--- src/design/akd_pkg.sv ---
// Shared types and constants for the ladder keypad decoder.
`timescale 1ns / 1ps

package akd_pkg;

    localparam int SampleW = 12;
    localparam int LevelW  = 12;
    localparam int TolW    = 10;
    localparam int TicksW  = 8;
    localparam int KeyW    = 3;
    localparam int KindW   = 2;
    localparam int OffW    = 9;
    localparam int SumW    = 18;
    localparam int CountW  = 7;
    localparam int NumKeys = 5;
    localparam int NumRegs = 8;
    localparam int AddrW   = 5;

    localparam logic [SampleW-1:0] IdleLowMv  = 12'd2080;
    localparam logic [SampleW-1:0] IdleHighMv = 12'd2400;
    localparam logic [SumW-1:0]    SumMax     = {SumW{1'b1}};
    localparam logic [TicksW-1:0]  TicksMax   = {TicksW{1'b1}};

    localparam int ResDepth = 8;
    localparam int ResPtrW  = $clog2(ResDepth);
    localparam int ResCntW  = ResPtrW + 1;

    typedef enum logic [KindW-1:0] {
        EV_PRESS   = 2'd0,
        EV_RELEASE = 2'd1,
        EV_TAP     = 2'd2,
        EV_LONG    = 2'd3
    } akd_kind_t;

    typedef enum logic [2:0] {
        REG_LEVEL_ONE   = 3'd0,
        REG_LEVEL_TWO   = 3'd1,
        REG_LEVEL_THREE = 3'd2,
        REG_LEVEL_FOUR  = 3'd3,
        REG_LEVEL_FIVE  = 3'd4,
        REG_TOLERANCE   = 3'd5,
        REG_IDLE_NOM    = 3'd6,
        REG_LONG_TICKS  = 3'd7
    } akd_reg_t;

    localparam logic [LevelW-1:0] RstLevelOne   = 12'd177;
    localparam logic [LevelW-1:0] RstLevelTwo   = 12'd505;
    localparam logic [LevelW-1:0] RstLevelThree = 12'd811;
    localparam logic [LevelW-1:0] RstLevelFour  = 12'd1115;
    localparam logic [LevelW-1:0] RstLevelFive  = 12'd1428;
    localparam logic [TolW-1:0]   RstTolerance  = 10'd100;
    localparam logic [LevelW-1:0] RstIdleNom    = 12'd2212;
    localparam logic [TicksW-1:0] RstLongTicks  = 8'd10;

    typedef struct packed {
        logic [NumKeys-1:0][LevelW-1:0] level;
        logic [TolW-1:0]                tolerance;
        logic [LevelW-1:0]              idle_nominal;
        logic [TicksW-1:0]              long_ticks;
    } akd_cfg_t;

    typedef struct packed {
        akd_kind_t       kind;
        logic [KeyW-1:0] key;
        logic            last;
    } akd_res_t;

    typedef struct packed {
        logic [1:0] count;
        akd_res_t   r0;
        akd_res_t   r1;
    } akd_push_t;

endpackage

--- src/design/akd_cfg_regs.sv ---
// APB register file holding the key levels, tolerance, idle nominal and long threshold.
`timescale 1ns / 1ps

module akd_cfg_regs
    import akd_pkg::*;
(
    input  logic             clk,
    input  logic             rst_n,
    input  logic             psel,
    input  logic             penable,
    input  logic             pwrite,
    input  logic [AddrW-1:0] paddr,
    input  logic [31:0]      pwdata,
    output logic [31:0]      prdata,
    output logic             pready,
    output akd_cfg_t         cfg
);

    akd_cfg_t   cfg_reg;
    logic       wr_en;
    akd_reg_t   idx;

    assign pready = 1'b1;
    assign wr_en  = psel && penable && pwrite && pready;
    assign idx    = akd_reg_t'(paddr[AddrW-1:2]);
    assign cfg    = cfg_reg;

    always_ff @(posedge clk or negedge rst_n)
    begin
        if (!rst_n)
        begin
            cfg_reg.level[0]     <= RstLevelOne;
            cfg_reg.level[1]     <= RstLevelTwo;
            cfg_reg.level[2]     <= RstLevelThree;
            cfg_reg.level[3]     <= RstLevelFour;
            cfg_reg.level[4]     <= RstLevelFive;
            cfg_reg.tolerance    <= RstTolerance;
            cfg_reg.idle_nominal <= RstIdleNom;
            cfg_reg.long_ticks   <= RstLongTicks;
        end
        else if (wr_en)
        begin
            case (idx)
                REG_LEVEL_ONE:   cfg_reg.level[0]     <= pwdata[LevelW-1:0];
                REG_LEVEL_TWO:   cfg_reg.level[1]     <= pwdata[LevelW-1:0];
                REG_LEVEL_THREE: cfg_reg.level[2]     <= pwdata[LevelW-1:0];
                REG_LEVEL_FOUR:  cfg_reg.level[3]     <= pwdata[LevelW-1:0];
                REG_LEVEL_FIVE:  cfg_reg.level[4]     <= pwdata[LevelW-1:0];
                REG_TOLERANCE:   cfg_reg.tolerance    <= pwdata[TolW-1:0];
                REG_IDLE_NOM:    cfg_reg.idle_nominal <= pwdata[LevelW-1:0];
                REG_LONG_TICKS:  cfg_reg.long_ticks   <= pwdata[TicksW-1:0];
                default:         cfg_reg.long_ticks   <= cfg_reg.long_ticks;
            endcase
        end
    end

    always_comb
    begin
        case (idx)
            REG_LEVEL_ONE:   prdata = {20'd0, cfg_reg.level[0]};
            REG_LEVEL_TWO:   prdata = {20'd0, cfg_reg.level[1]};
            REG_LEVEL_THREE: prdata = {20'd0, cfg_reg.level[2]};
            REG_LEVEL_FOUR:  prdata = {20'd0, cfg_reg.level[3]};
            REG_LEVEL_FIVE:  prdata = {20'd0, cfg_reg.level[4]};
            REG_TOLERANCE:   prdata = {22'd0, cfg_reg.tolerance};
            REG_IDLE_NOM:    prdata = {20'd0, cfg_reg.idle_nominal};
            REG_LONG_TICKS:  prdata = {24'd0, cfg_reg.long_ticks};
            default:         prdata = 32'd0;
        endcase
    end

endmodule

--- src/design/akd_decode.sv ---
// Input register, key match, idle calibration and event generation.
`timescale 1ns / 1ps

module akd_decode
    import akd_pkg::*;
#(
    parameter int SHORT_TICKS        = 5,
    parameter int IDLE_AVERAGE_COUNT = 100
)
(
    input  logic               clk,
    input  logic               rst_n,
    input  logic               in_valid,
    input  logic [SampleW-1:0] in_sample,
    input  akd_cfg_t           cfg,
    output logic               stage_valid,
    output akd_push_t          push
);

    // exact reciprocal for any sum below 2^SumW
    localparam int    DivShift = SumW + $clog2(IDLE_AVERAGE_COUNT);
    localparam longint Recip   = ((64'd1 << DivShift) + IDLE_AVERAGE_COUNT - 1)
                                 / IDLE_AVERAGE_COUNT;
    localparam int    RecipW   = SumW + 2;
    localparam int    ProdW    = SumW + RecipW;
    localparam int    CmpW     = 14;

    logic               valid_reg;
    logic [SampleW-1:0] sample_reg;

    logic [CountW-1:0]     idle_count_reg, idle_count_next;
    logic [SumW-1:0]       idle_sum_reg, idle_sum_next;
    logic signed [OffW-1:0] offset_reg, offset_next;
    logic [KeyW-1:0]       last_key_reg, last_key_next;
    logic [TicksW-1:0]     hold_reg, hold_next;
    logic                  fired_reg, fired_next;

    logic                  is_idle;
    logic [KeyW-1:0]       curr;
    logic [NumKeys-1:0]    hit;
    logic signed [CmpW-1:0] s_cmp;
    logic signed [CmpW-1:0] ctr [NumKeys];
    logic signed [CmpW-1:0] tol_s;
    logic [CountW-1:0]     cnt1;
    logic [SumW:0]         sum_wide;
    logic [SumW-1:0]       sum_sat;
    logic [ProdW-1:0]      prod;
    logic [SumW-1:0]       avg;
    logic signed [SumW+1:0] diff;
    logic [TicksW-1:0]     h1;
    logic                  long_ok;
    akd_push_t             push_c;

    always_ff @(posedge clk or negedge rst_n)
    begin
        if (!rst_n)
        begin
            valid_reg      <= 1'b0;
            idle_count_reg <= '0;
            idle_sum_reg   <= '0;
            offset_reg     <= '0;
            last_key_reg   <= '0;
            hold_reg       <= '0;
            fired_reg      <= 1'b0;
        end
        else
        begin
            valid_reg      <= in_valid;
            idle_count_reg <= idle_count_next;
            idle_sum_reg   <= idle_sum_next;
            offset_reg     <= offset_next;
            last_key_reg   <= last_key_next;
            hold_reg       <= hold_next;
            fired_reg      <= fired_next;
        end
    end

    always_ff @(posedge clk)
    begin
        if (in_valid)
        begin
            sample_reg <= in_sample;
        end
    end

    assign stage_valid = valid_reg;
    assign push        = push_c;

    assign is_idle = (sample_reg >= IdleLowMv) && (sample_reg <= IdleHighMv);
    assign s_cmp   = $signed({{(CmpW-SampleW){1'b0}}, sample_reg});
    assign tol_s   = $signed({{(CmpW-TolW){1'b0}}, cfg.tolerance});

    always_comb
    begin
        for (int k = 0; k < NumKeys; k++)
        begin
            ctr[k] = $signed({{(CmpW-LevelW){1'b0}}, cfg.level[k]})
                   + CmpW'(offset_reg);
            hit[k] = (s_cmp >= ctr[k] - tol_s) && (s_cmp <= ctr[k] + tol_s);
        end
    end

    always_comb
    begin
        curr = '0;
        for (int k = NumKeys - 1; k >= 0; k--)
        begin
            if (hit[k])
            begin
                curr = KeyW'(k + 1);
            end
        end
    end

    // idle averaging
    assign cnt1     = idle_count_reg + 1'b1;
    assign sum_wide = {1'b0, idle_sum_reg} + (SumW + 1)'(sample_reg);
    assign sum_sat  = sum_wide[SumW] ? SumMax : sum_wide[SumW-1:0];
    assign prod     = ProdW'(sum_sat) * ProdW'(RecipW'(Recip));
    assign avg      = SumW'(prod >> DivShift);
    assign diff     = $signed({2'b00, avg}) - $signed({{(SumW+2-LevelW){1'b0}}, cfg.idle_nominal});

    assign h1      = (hold_reg < TicksMax) ? hold_reg + 1'b1 : hold_reg;
    assign long_ok = (h1 >= cfg.long_ticks) && !fired_reg;

    always_comb
    begin
        idle_count_next = idle_count_reg;
        idle_sum_next   = idle_sum_reg;
        offset_next     = offset_reg;
        last_key_next   = last_key_reg;
        hold_next       = hold_reg;
        fired_next      = fired_reg;
        push_c          = '0;
        push_c.r0.key   = last_key_reg;
        push_c.r1.key   = last_key_reg;

        if (valid_reg && is_idle)
        begin
            idle_count_next = cnt1;
            idle_sum_next   = sum_sat;
            if (cnt1 == CountW'(IDLE_AVERAGE_COUNT))
            begin
                idle_count_next = '0;
                idle_sum_next   = '0;
                if (diff > 255)
                    offset_next = 9'sd255;
                else if (diff < -256)
                    offset_next = -9'sd256;
                else
                    offset_next = OffW'(diff);
            end
        end

        if (valid_reg && (is_idle || (curr != '0)))
        begin
            hold_next = h1;
            if (is_idle ? (last_key_reg == '0) : (curr == last_key_reg))
            begin
                if (!is_idle && long_ok)
                begin
                    push_c.count   = 2'd1;
                    push_c.r0.kind = EV_LONG;
                    push_c.r0.last = 1'b1;
                    fired_next     = 1'b1;
                end
            end
            else
            begin
                hold_next = '0;
                if (is_idle)
                begin
                    last_key_next  = '0;
                    fired_next     = 1'b0;
                    push_c.r0.kind = EV_RELEASE;
                    if (h1 <= TicksW'(SHORT_TICKS))
                    begin
                        push_c.count   = 2'd2;
                        push_c.r1.kind = EV_TAP;
                        push_c.r1.last = 1'b1;
                    end
                    else if (long_ok)
                    begin
                        push_c.count   = 2'd2;
                        push_c.r1.kind = EV_LONG;
                        push_c.r1.last = 1'b1;
                    end
                    else
                    begin
                        push_c.count   = 2'd1;
                        push_c.r0.last = 1'b1;
                    end
                end
                else
                begin
                    last_key_next  = curr;
                    push_c.count   = 2'd1;
                    push_c.r0.kind = EV_PRESS;
                    push_c.r0.key  = curr;
                    push_c.r0.last = 1'b1;
                end
            end
        end
    end

endmodule

--- src/design/akd_res_fifo.sv ---
// Result queue taking up to two events per cycle and releasing one per cycle while popped.
`timescale 1ns / 1ps

module akd_res_fifo
    import akd_pkg::*;
(
    input  logic               clk,
    input  logic               rst_n,
    input  akd_push_t          push,
    input  logic               pop,
    output logic               not_empty,
    output akd_res_t           head,
    output logic [ResCntW-1:0] count
);

    akd_res_t           mem [ResDepth];
    logic [ResPtrW-1:0] wptr_reg, rptr_reg;
    logic [ResCntW-1:0] count_reg;
    logic               do_pop;

    assign not_empty = (count_reg != '0);
    assign do_pop    = pop && not_empty;
    assign head      = mem[rptr_reg];
    assign count     = count_reg;

    always_ff @(posedge clk or negedge rst_n)
    begin
        if (!rst_n)
        begin
            wptr_reg  <= '0;
            rptr_reg  <= '0;
            count_reg <= '0;
        end
        else
        begin
            wptr_reg  <= wptr_reg + ResPtrW'(push.count);
            rptr_reg  <= rptr_reg + ResPtrW'(do_pop);
            count_reg <= count_reg + ResCntW'(push.count) - ResCntW'(do_pop);
        end
    end

    always_ff @(posedge clk)
    begin
        if (push.count != 2'd0)
        begin
            mem[wptr_reg] <= push.r0;
        end
        if (push.count == 2'd2)
        begin
            mem[wptr_reg + 1'b1] <= push.r1;
        end
    end

endmodule

--- src/design/adc_ladder_key_decoder.sv ---
// Top level of the five-key resistor ladder keypad decoder.
//
//  channel   dir  handshake            payload
//  s_*       in   s_tvalid/s_tready    s_tdata[11:0] sample_mv
//  m_*       out  m_tvalid/m_tready    m_tdata[1:0] event_kind, [4:2] key_index; m_tlast
//  apb       in   psel/penable         paddr, pwdata, prdata; pready tied high
//
// One sample per cycle while s_tready is high: registered, decoded combinationally, events queued.
// The events of an item pass the input register and then the queue count register before m_tvalid.
// Each sample makes 0..2 events; the eight-entry queue and its single-event
// output port set the sustained rate when many samples produce events.
// s_tready drops unless the queue has room for two events of the staged
// sample and two of a new one.
// Asynchronous active-low reset restores register defaults and clears state.
`timescale 1ns / 1ps

module adc_ladder_key_decoder
    import akd_pkg::*;
#(
    parameter int SHORT_TICKS        = 5,
    parameter int IDLE_AVERAGE_COUNT = 100
)
(
    input  logic             clk,
    input  logic             rst_n,
    input  logic             s_tvalid,
    output logic             s_tready,
    input  logic [15:0]      s_tdata,   // [11:0] sample_mv
    output logic             m_tvalid,
    input  logic             m_tready,
    output logic [7:0]       m_tdata,   // [1:0] event_kind, [4:2] key_index
    output logic             m_tlast,
    input  logic             psel,
    input  logic             penable,
    input  logic             pwrite,
    input  logic [AddrW-1:0] paddr,
    input  logic [31:0]      pwdata,
    output logic [31:0]      prdata,
    output logic             pready
);

    akd_cfg_t           cfg;
    akd_push_t          push;
    akd_res_t           head;
    logic               stage_valid;
    logic [ResCntW-1:0] q_count;
    logic [ResCntW:0]   q_need;

    assign q_need   = {1'b0, q_count} + (stage_valid ? (ResCntW + 1)'(2) : '0);
    assign s_tready = (q_need <= (ResCntW + 1)'(ResDepth - 2));

    akd_cfg_regs u_cfg (
        .clk     (clk),
        .rst_n   (rst_n),
        .psel    (psel),
        .penable (penable),
        .pwrite  (pwrite),
        .paddr   (paddr),
        .pwdata  (pwdata),
        .prdata  (prdata),
        .pready  (pready),
        .cfg     (cfg)
    );

    akd_decode #(
        .SHORT_TICKS        (SHORT_TICKS),
        .IDLE_AVERAGE_COUNT (IDLE_AVERAGE_COUNT)
    ) u_decode (
        .clk         (clk),
        .rst_n       (rst_n),
        .in_valid    (s_tvalid && s_tready),
        .in_sample   (s_tdata[SampleW-1:0]),
        .cfg         (cfg),
        .stage_valid (stage_valid),
        .push        (push)
    );

    akd_res_fifo u_fifo (
        .clk       (clk),
        .rst_n     (rst_n),
        .push      (push),
        .pop       (m_tready),
        .not_empty (m_tvalid),
        .head      (head),
        .count     (q_count)
    );

    assign m_tdata = {3'b000, head.key, head.kind};
    assign m_tlast = head.last;

    a_queue_bound: assert property (@(posedge clk) disable iff (!rst_n)
        q_count <= ResCntW'(ResDepth))
        else $error("result queue overflow");

    a_stage_room: assert property (@(posedge clk) disable iff (!rst_n)
        stage_valid |-> (q_count <= ResCntW'(ResDepth - 2)))
        else $error("no room for events of staged sample");

    a_accept_stage: assert property (@(posedge clk) disable iff (!rst_n)
        (s_tvalid && s_tready) |=> stage_valid)
        else $error("accepted sample not staged");

    a_idle_no_push: assert property (@(posedge clk) disable iff (!rst_n)
        !stage_valid |-> (push.count == 2'd0))
        else $error("events without a staged sample");

endmodule
--- config.mk ---
export PLATFORM = sky130hd
export DESIGN_NAME = adc_ladder_key_decoder
export DESIGN_NICKNAME = d
export VERILOG_FILES = /design/src/design/akd_pkg.sv /design/src/design/akd_cfg_regs.sv /design/src/design/akd_decode.sv /design/src/design/akd_res_fifo.sv /design/src/design/adc_ladder_key_decoder.sv
export SDC_FILE = /design/constraint.sdc
export NUM_CORES = 1
export LEC_CHECK = 0
export BUFFER_PORTS_ARGS = -buffer_cell sky130_fd_sc_hd__buf_2
export CORE_MARGIN = 4
export CORE_UTILIZATION = 28
export DETAILED_ROUTE_END_ITERATION = 6
export MAX_ROUTING_LAYER = met4
export PLACE_DENSITY_LB_ADDON = 0.12
export SYNTH_ARGS = -nofsm -noshare
export SYNTH_HDL_FRONTEND = slang
export SYNTH_SLANG_ARGS = --single-unit
--- constraint.sdc ---
create_clock -name clk -period 13.2 [get_ports clk]
set_clock_uncertainty 0.15 [all_clocks]
set_input_delay 2.64 -clock clk [delete_from_list [all_inputs] [get_ports clk]]
set_output_delay 2.64 -clock clk [all_outputs]
set_load 0.05 [all_outputs]
# Word level (Yosys, flattened, before mapping)
# Memory sizes are Yosys's and may differ from the RTL's.
# Cells that the tools add are included.
# word_totals
register_bits	159
ramBits	48
inputBits	60
out_inout_bits	44
elab_cells	155
n_memories	1
# classes
n_addsub	25
mul	1
order_cmp	18
n_eq_ne	11
n_mux	45
n_bitwise	1
n_reduce_logical	34
# memory_table
memory	words	width	rd	rd_ports_with_merged_regs	wr	line_no	rtl
u_fifo.mem	8	6	1	0	2	akd_res_fifo.sv:16	akd_res_t mem [ResDepth];
# ops
op	n
32-bit case mux with 8 select lines	1
13-bit by 9-bit adder with 14-bit output	5
14-bit by 11-bit adder with 14-bit output	5
13-bit by 14-bit >= comparator with 1-bit output	5
13-bit by 14-bit less-or-equal comparator with 1-bit output	5
14-bit by 11-bit subtractor with 14-bit output	5
18-bit by 19-bit multiplier with 37-bit output, second input constant	1
18-bit 2-to-1 mux	2
3-bit 2-to-1 mux	9
2-bit AND reduction	10
18-bit by 12-bit adder with 19-bit output	1
1-bit 2-to-1 mux	18
9-bit 2-to-1 mux	2
8-bit 2-to-1 mux	2
1-bit logical AND	14
2-bit 2-to-1 mux	7
13-bit by 9-bit > comparator with 1-bit output, second input constant	1
13-bit by 9-bit less-than comparator with 1-bit output, second input constant	1
12-bit by 12-bit subtractor with 13-bit output	1
3-bit == test, second input constant	4
12-bit >= comparator, second input constant	1
12-bit less-or-equal comparator, second input constant	1
10-bit 2-to-1 mux	1
8-bit by 1-bit adder with 8-bit output, second input constant	1
other kinds (27)	32

# Logic depth before layout (Yosys ltp)
# logic_depth
ltp_word	16
mapped_depth	50
depth_no_buf	50

# Cells and area by module
# A second synthesis with hierarchy kept.
# hier_totals
hier_cells	2994
area_unflattened_um2	28120.7
# by_module_without_submodules
mod	instances	cells_per_inst	area_each_um2	seq_area_each_um2
akd_decode	1	2459	20510.9	1536.5
akd_cfg_regs	1	331	4332.9	2298.5
akd_res_fifo	1	190	3184.3	1691.6
adc_ladder_key_decoder	1	14	92.6	0.0

# Worst setup path before layout
# OpenSTA, ideal clock, no wires.
# synth_timing
path_type	reg2reg
start	register u_decode.sample_reg[1]
end	register u_decode.offset_reg[0]
setup_ns	0.129
arrival_time_ns	10.380
required_ns	12.921
path_slack_ns	2.541
stages_incl_launch_ff	46
path_buffers	0
synth_period_minus_slack_ns	10.659
cell_sequence	edfxtp_1 -> ha_1 -> a21o_1 -> a21oi_1 -> o21bai_1 -> a21oi_1 -> o21bai_1 -> a21oi_1 -> o21bai_1 -> a21oi_1 -> o21ai_0 -> nand3b_1 -> nor2_1 -> xnor2_1 -> nand2_1 -> fa_1 -> inv_1 -> fa_1 -> (+10 left out) -> a21oi_1 -> o221ai_1 -> a22o_1 -> a31o_2 -> o211ai_1 -> a21boi_0 -> o21a_1 -> or2_2 -> a21oi_1 -> xnor2_1 -> ha_1 -> or3_1 -> o21ai_0 -> a21oi_1 -> xor2_1 -> o41a_1 -> nor2b_1 -> o21ai_0
# synth_between
elab_chain_cells	7
elab_cells_between_ends	13
cone_classes	2 x add/sub; 1 x mul; 4 x order compare; 3 x mux; 3 x reduce/logical
# synth_rtl
item	line_no	rtl
start, declared	akd_decode.sv:29	logic [SampleW-1:0] sample_reg;
start signal, assigned	akd_decode.sv:82	sample_reg <= in_sample;
18-bit by 12-bit adder with 19-bit output	akd_decode.sv:117	assign sum_wide = {1'b0, idle_sum_reg} + (SumW + 1)'(sample_reg);
18-bit 2-to-1 mux	akd_decode.sv:118	assign sum_sat = sum_wide[SumW] ? SumMax : sum_wide[SumW-1:0];
18-bit by 19-bit multiplier with 37-bit output	akd_decode.sv:119	assign prod = ProdW'(sum_sat) * ProdW'(RecipW'(Recip));
12-bit by 12-bit subtractor with 13-bit output	akd_decode.sv:121	assign diff = $signed({2'b00, avg}) - $signed({{(SumW+2-LevelW){1'b0}}, cfg.idle_nominal});
13-bit by 9-bit less-than comparator with 1-bit output	akd_decode.sv:148	else if (diff < -256)
9-bit 2-to-1 mux	akd_decode.sv:148	
9-bit 2-to-1 mux	akd_decode.sv:146	if (diff > 255)
end signal, assigned	akd_decode.sv:71	offset_reg <= offset_next;
end, declared	akd_decode.sv:33	logic signed [OffW-1:0] offset_reg, offset_next;
# Parallel ways exist; a longest one is shown, timed or not.
# A chain may end at the register's enable or synchronous reset.

# Final worst setup path
# layout_timing
start	register u_decode.sample_reg[1]
end	register u_decode.offset_reg[1]
# Same word-level chain as after synthesis.

==> results.sh <==
export IMPL_globalRouteOverflowTotal=0
export IMPL_setup_viol=0
export IMPL_netlist_area_mm2=0.0278
export IMPL_fin_crit_sh_pct=89.7
export IMPL_cts_sinks=207
export IMPL_drive_gt1_share_pct=9.61
export IMPL_period_needed_ns=11.85
export IMPL_critical_path_arrival_ns=12.12
export IMPL_vias_post_dr=21800
export IMPL_routed_wl_um=92900
export IMPL_worstPathBufferInverterCount=4
export IMPL_min_delay_start="u_decode.idle_sum_reg[11]$_DFFE_PN0P_"
export IMPL_flow_area_growth_from_synthesis_pct=9.02
export IMPL_clock_latency_ns=0.56
export IMPL_worst_min_delay_path_category="register to register"
export IMPL_place_gp_congestion=0.846
export IMPL_cts_post_setup_buffers_inserted=0
export IMPL_crit_path_frequent_cell="sky130_fd_sc_hd__a21oi_1"
export IMPL_cp_start_kind="register"
export IMPL_post_dp_hpwl_um=74200
export IMPL_grt_usage_pct=18.2
export IMPL_detailedPlace_worstSlack_ns=1.31
export IMPL_fmaxAchievable_mhz=84.4
export IMPL_number_of_iterations_in_the_first_detailed_routing_pass=7
export IMPL_largest_register_ff_count=90
export IMPL_timing_critical_path_max_delay_family="compound AO/OA/AOI/OAI gates"
export IMPL_grt_first_pass_wirelength_um=141000
export IMPL_compound_cell_area_share_of_the_yosys_netlist_pct=18.5
export IMPL_via_per_inst=4.93
export IMPL_r2r_start="u_decode.sample_reg[1]$_DFFE_PP_"
export IMPL_timing_final_ws_setup_ns=1.35
export IMPL_timing_hold_violations_final=0
export IMPL_synth_async_reset_ratio_pct=71.0
export IMPL_clk_transition_reported_paths_ns=0.06
export IMPL_cts_root_to_sink_buffers=3
export IMPL_first_global_vias=22000
export IMPL_drc_errors_left=0
export IMPL_antenna_cells=0
export IMPL_root_buffer="sky130_fd_sc_hd__clkbuf_16"
export IMPL_yosys_warnings=0
export IMPL_synth_yosys_seq_area_share_pct=19.9
export IMPL_grt_setup_unrepaired="false"
export IMPL_postSynthRegisterBits=207
export IMPL_row_count=115
export IMPL_number_of_flops_mapped_to_enable_cells_by_yosys=60
export IMPL_muxShareOfSynthArea_pct=4.47
export IMPL_tns_ns=0
export IMPL_timing_critical_path_required_ns=13.48
export IMPL_ys_dominant_reg_cell="sky130_fd_sc_hd__dfrtp_1"
export IMPL_cts_htree_levels=1
export IMPL_tritoncts="yes"
export IMPL_timing_slew_headroom_pct=19.2
export IMPL_utilization_pct=30.8
export IMPL_worstSetupEndpointType="register"
export IMPL_final_common_cell="sky130_fd_sc_hd__ha_1"
export IMPL_final_nets=3797
export IMPL_fp_dieArea_mm2=0.104
export IMPL_layout_common_cells="sky130_fd_sc_hd__ha_1 (488), sky130_fd_sc_hd__inv_1 (371), sky130_fd_sc_hd__nor2_1 (226), sky130_fd_sc_hd__a21oi_1 (193), sky130_fd_sc_hd__nand2_1 (191)"
export IMPL_ports_placed_on_the_boundary=104
export IMPL_postRouteAntennaNets=0
export IMPL_post_drt_wl_per_cell_um=21.0
export IMPL_grt_antenna_before_repair=0
export IMPL_crit_slowest_cell="sky130_fd_sc_hd__fa_1"
export IMPL_cts_hold_fix_buffers=0
export IMPL_number_of_gates_resized_after_cts=0
export IMPL_synth_xor_area_share_pct=6.26
export IMPL_largest_net_degree_at_the_start_of_global_routing=55
export IMPL_post_synth_top_area_fraction_pct=21.9
export IMPL_synthesis_instances=3083
export IMPL_status="finished, final reports clean"
export IMPL_area_contributors_post_synth="sky130_fd_sc_hd__ha_1 (22%), sky130_fd_sc_hd__fa_1 (9.9%), sky130_fd_sc_hd__dfrtp_1 (9.9%)"
export IMPL_synth_adder_area_share_pct=31.9
export IMPL_worst_setup_path_startpoint="u_decode.sample_reg[1]$_DFFE_PP_"
export IMPL_initial_standard_cell_utilization_of_the_core_pct=28.2
export IMPL_yosysTopAreaCell="sky130_fd_sc_hd__ha_1"
export IMPL_die_height_um=323
export IMPL_timing_worst_setup_path_type="register to register"
export IMPL_worst_pin_slew_ns=1.20
export IMPL_synth_top_family_by_area="adder cells"
export IMPL_cpPeakStageDelay_ns=0.68
export IMPL_max_cap_violations=0
export IMPL_drtIter0Drc=1121
export IMPL_cts_buffers=26
export IMPL_synth_simple_gate_area_share_pct=12.1
export IMPL_syn_avg_cell_area_um2=9.03
export IMPL_critical_path_peak_fanout=8
export IMPL_synthDistinctLibCells=104
export IMPL_slew_viol_final=0
export IMPL_port_buffers=53
export IMPL_design_core_area_mm2=0.0986
export IMPL_die_width_um=323
metrics by stage:
| stage | hold slack (ns) | cells | area, µm² |
|---|---|---|---|
| floorplan | 0.301 | 3105 | 27900 |
| global placement | 0.324 | 4370 | 29500 |
| detailed placement | 0.330 | 4370 | 29500 |
| CTS | 0.342 | 4418 | 30300 |
| global route | 0.360 | 4418 | 30300 |
| finish | 0.341 | 4418 | 30300 |
kinds of logic after synthesis:
family / Yosys count
muxes: 99
xor gates and xnor gates: 198
DFF: 207
AOI/OAI and AO/OA: 762
other: 2
buffers and inverters: 476
and+or+nand+nor: 713
adders and majority gates: 626
worst reg2reg max path, delay by kind of cell, from the launching register on:
family                   cells  cell delay [ns]
flip-flops                   1             0.46
adder cells (fa/ha/maj)      9             4.28
buffers and inverters        4             0.27
AO/OA/AOI/OAI               26             5.13
AND/OR/NAND/NOR              5             0.83
XOR/XNOR                     3             0.61
cells in the mapped netlist, drive strengths merged (17+ instances only):
library cell / instances
ha: 488
inv: 371
nor2: 232
a21oi: 194
nand2: 191
o21ai: 186
fa: 138
xnor2: 133
dfrtp: 110
xor2: 65
clkbuf: 63
mux2: 63
a21o: 61
edfxtp: 60
nand3: 53
nor3: 42
buf: 41
nand2b: 39
nor2b: 39
o21a: 39
dfstp: 37
o21bai: 31
a211oi: 30
nand4: 26
o211ai: 26
mux2i: 22
or3: 17
per-layer routing:
layer	vias to the layer above	global-route usage (%)	share of wire, %
met5	-	-	0
met4	0	2.34	1.2
met3	54	0.926	2.1
met2	265	30.6	48
met1	10600	25.0	49
li1	10900	-	-
area by class of cell:
type	instances	area, µm²
repair buffers	82	489
well taps	1287	1610
inverters	372	1400
clock inverters	14	98.8
clock buffers	34	742
fillers	10500	68200
multi-input cells	2422	20500
flip-flops and latches	207	5530
worst paths after layout:
check / endpoint / slack [ns] / depth (start not counted)
max: u_decode.offset_reg[1]$_DFFE_PN0P_ / 1.35 / 47
min: u_decode.idle_sum_reg[11]$_DFFE_PN0P_ / 0.34 / 2
max reg2reg: u_decode.offset_reg[1]$_DFFE_PN0P_ / 1.35 / 47
min reg2reg: u_decode.idle_sum_reg[11]$_DFFE_PN0P_ / 0.34 / 2
max in group asynchronous: u_decode.offset_reg[8]$_DFFE_PN0P_ / 9.85 / 2
min in group asynchronous: u_cfg.cfg[21]$_DFFE_PN0P_ / 1.88 / 1
Power is left out: the tool's default activity adds up to more than one toggle a clock period on the data nets, which glitch-free logic cannot reach.
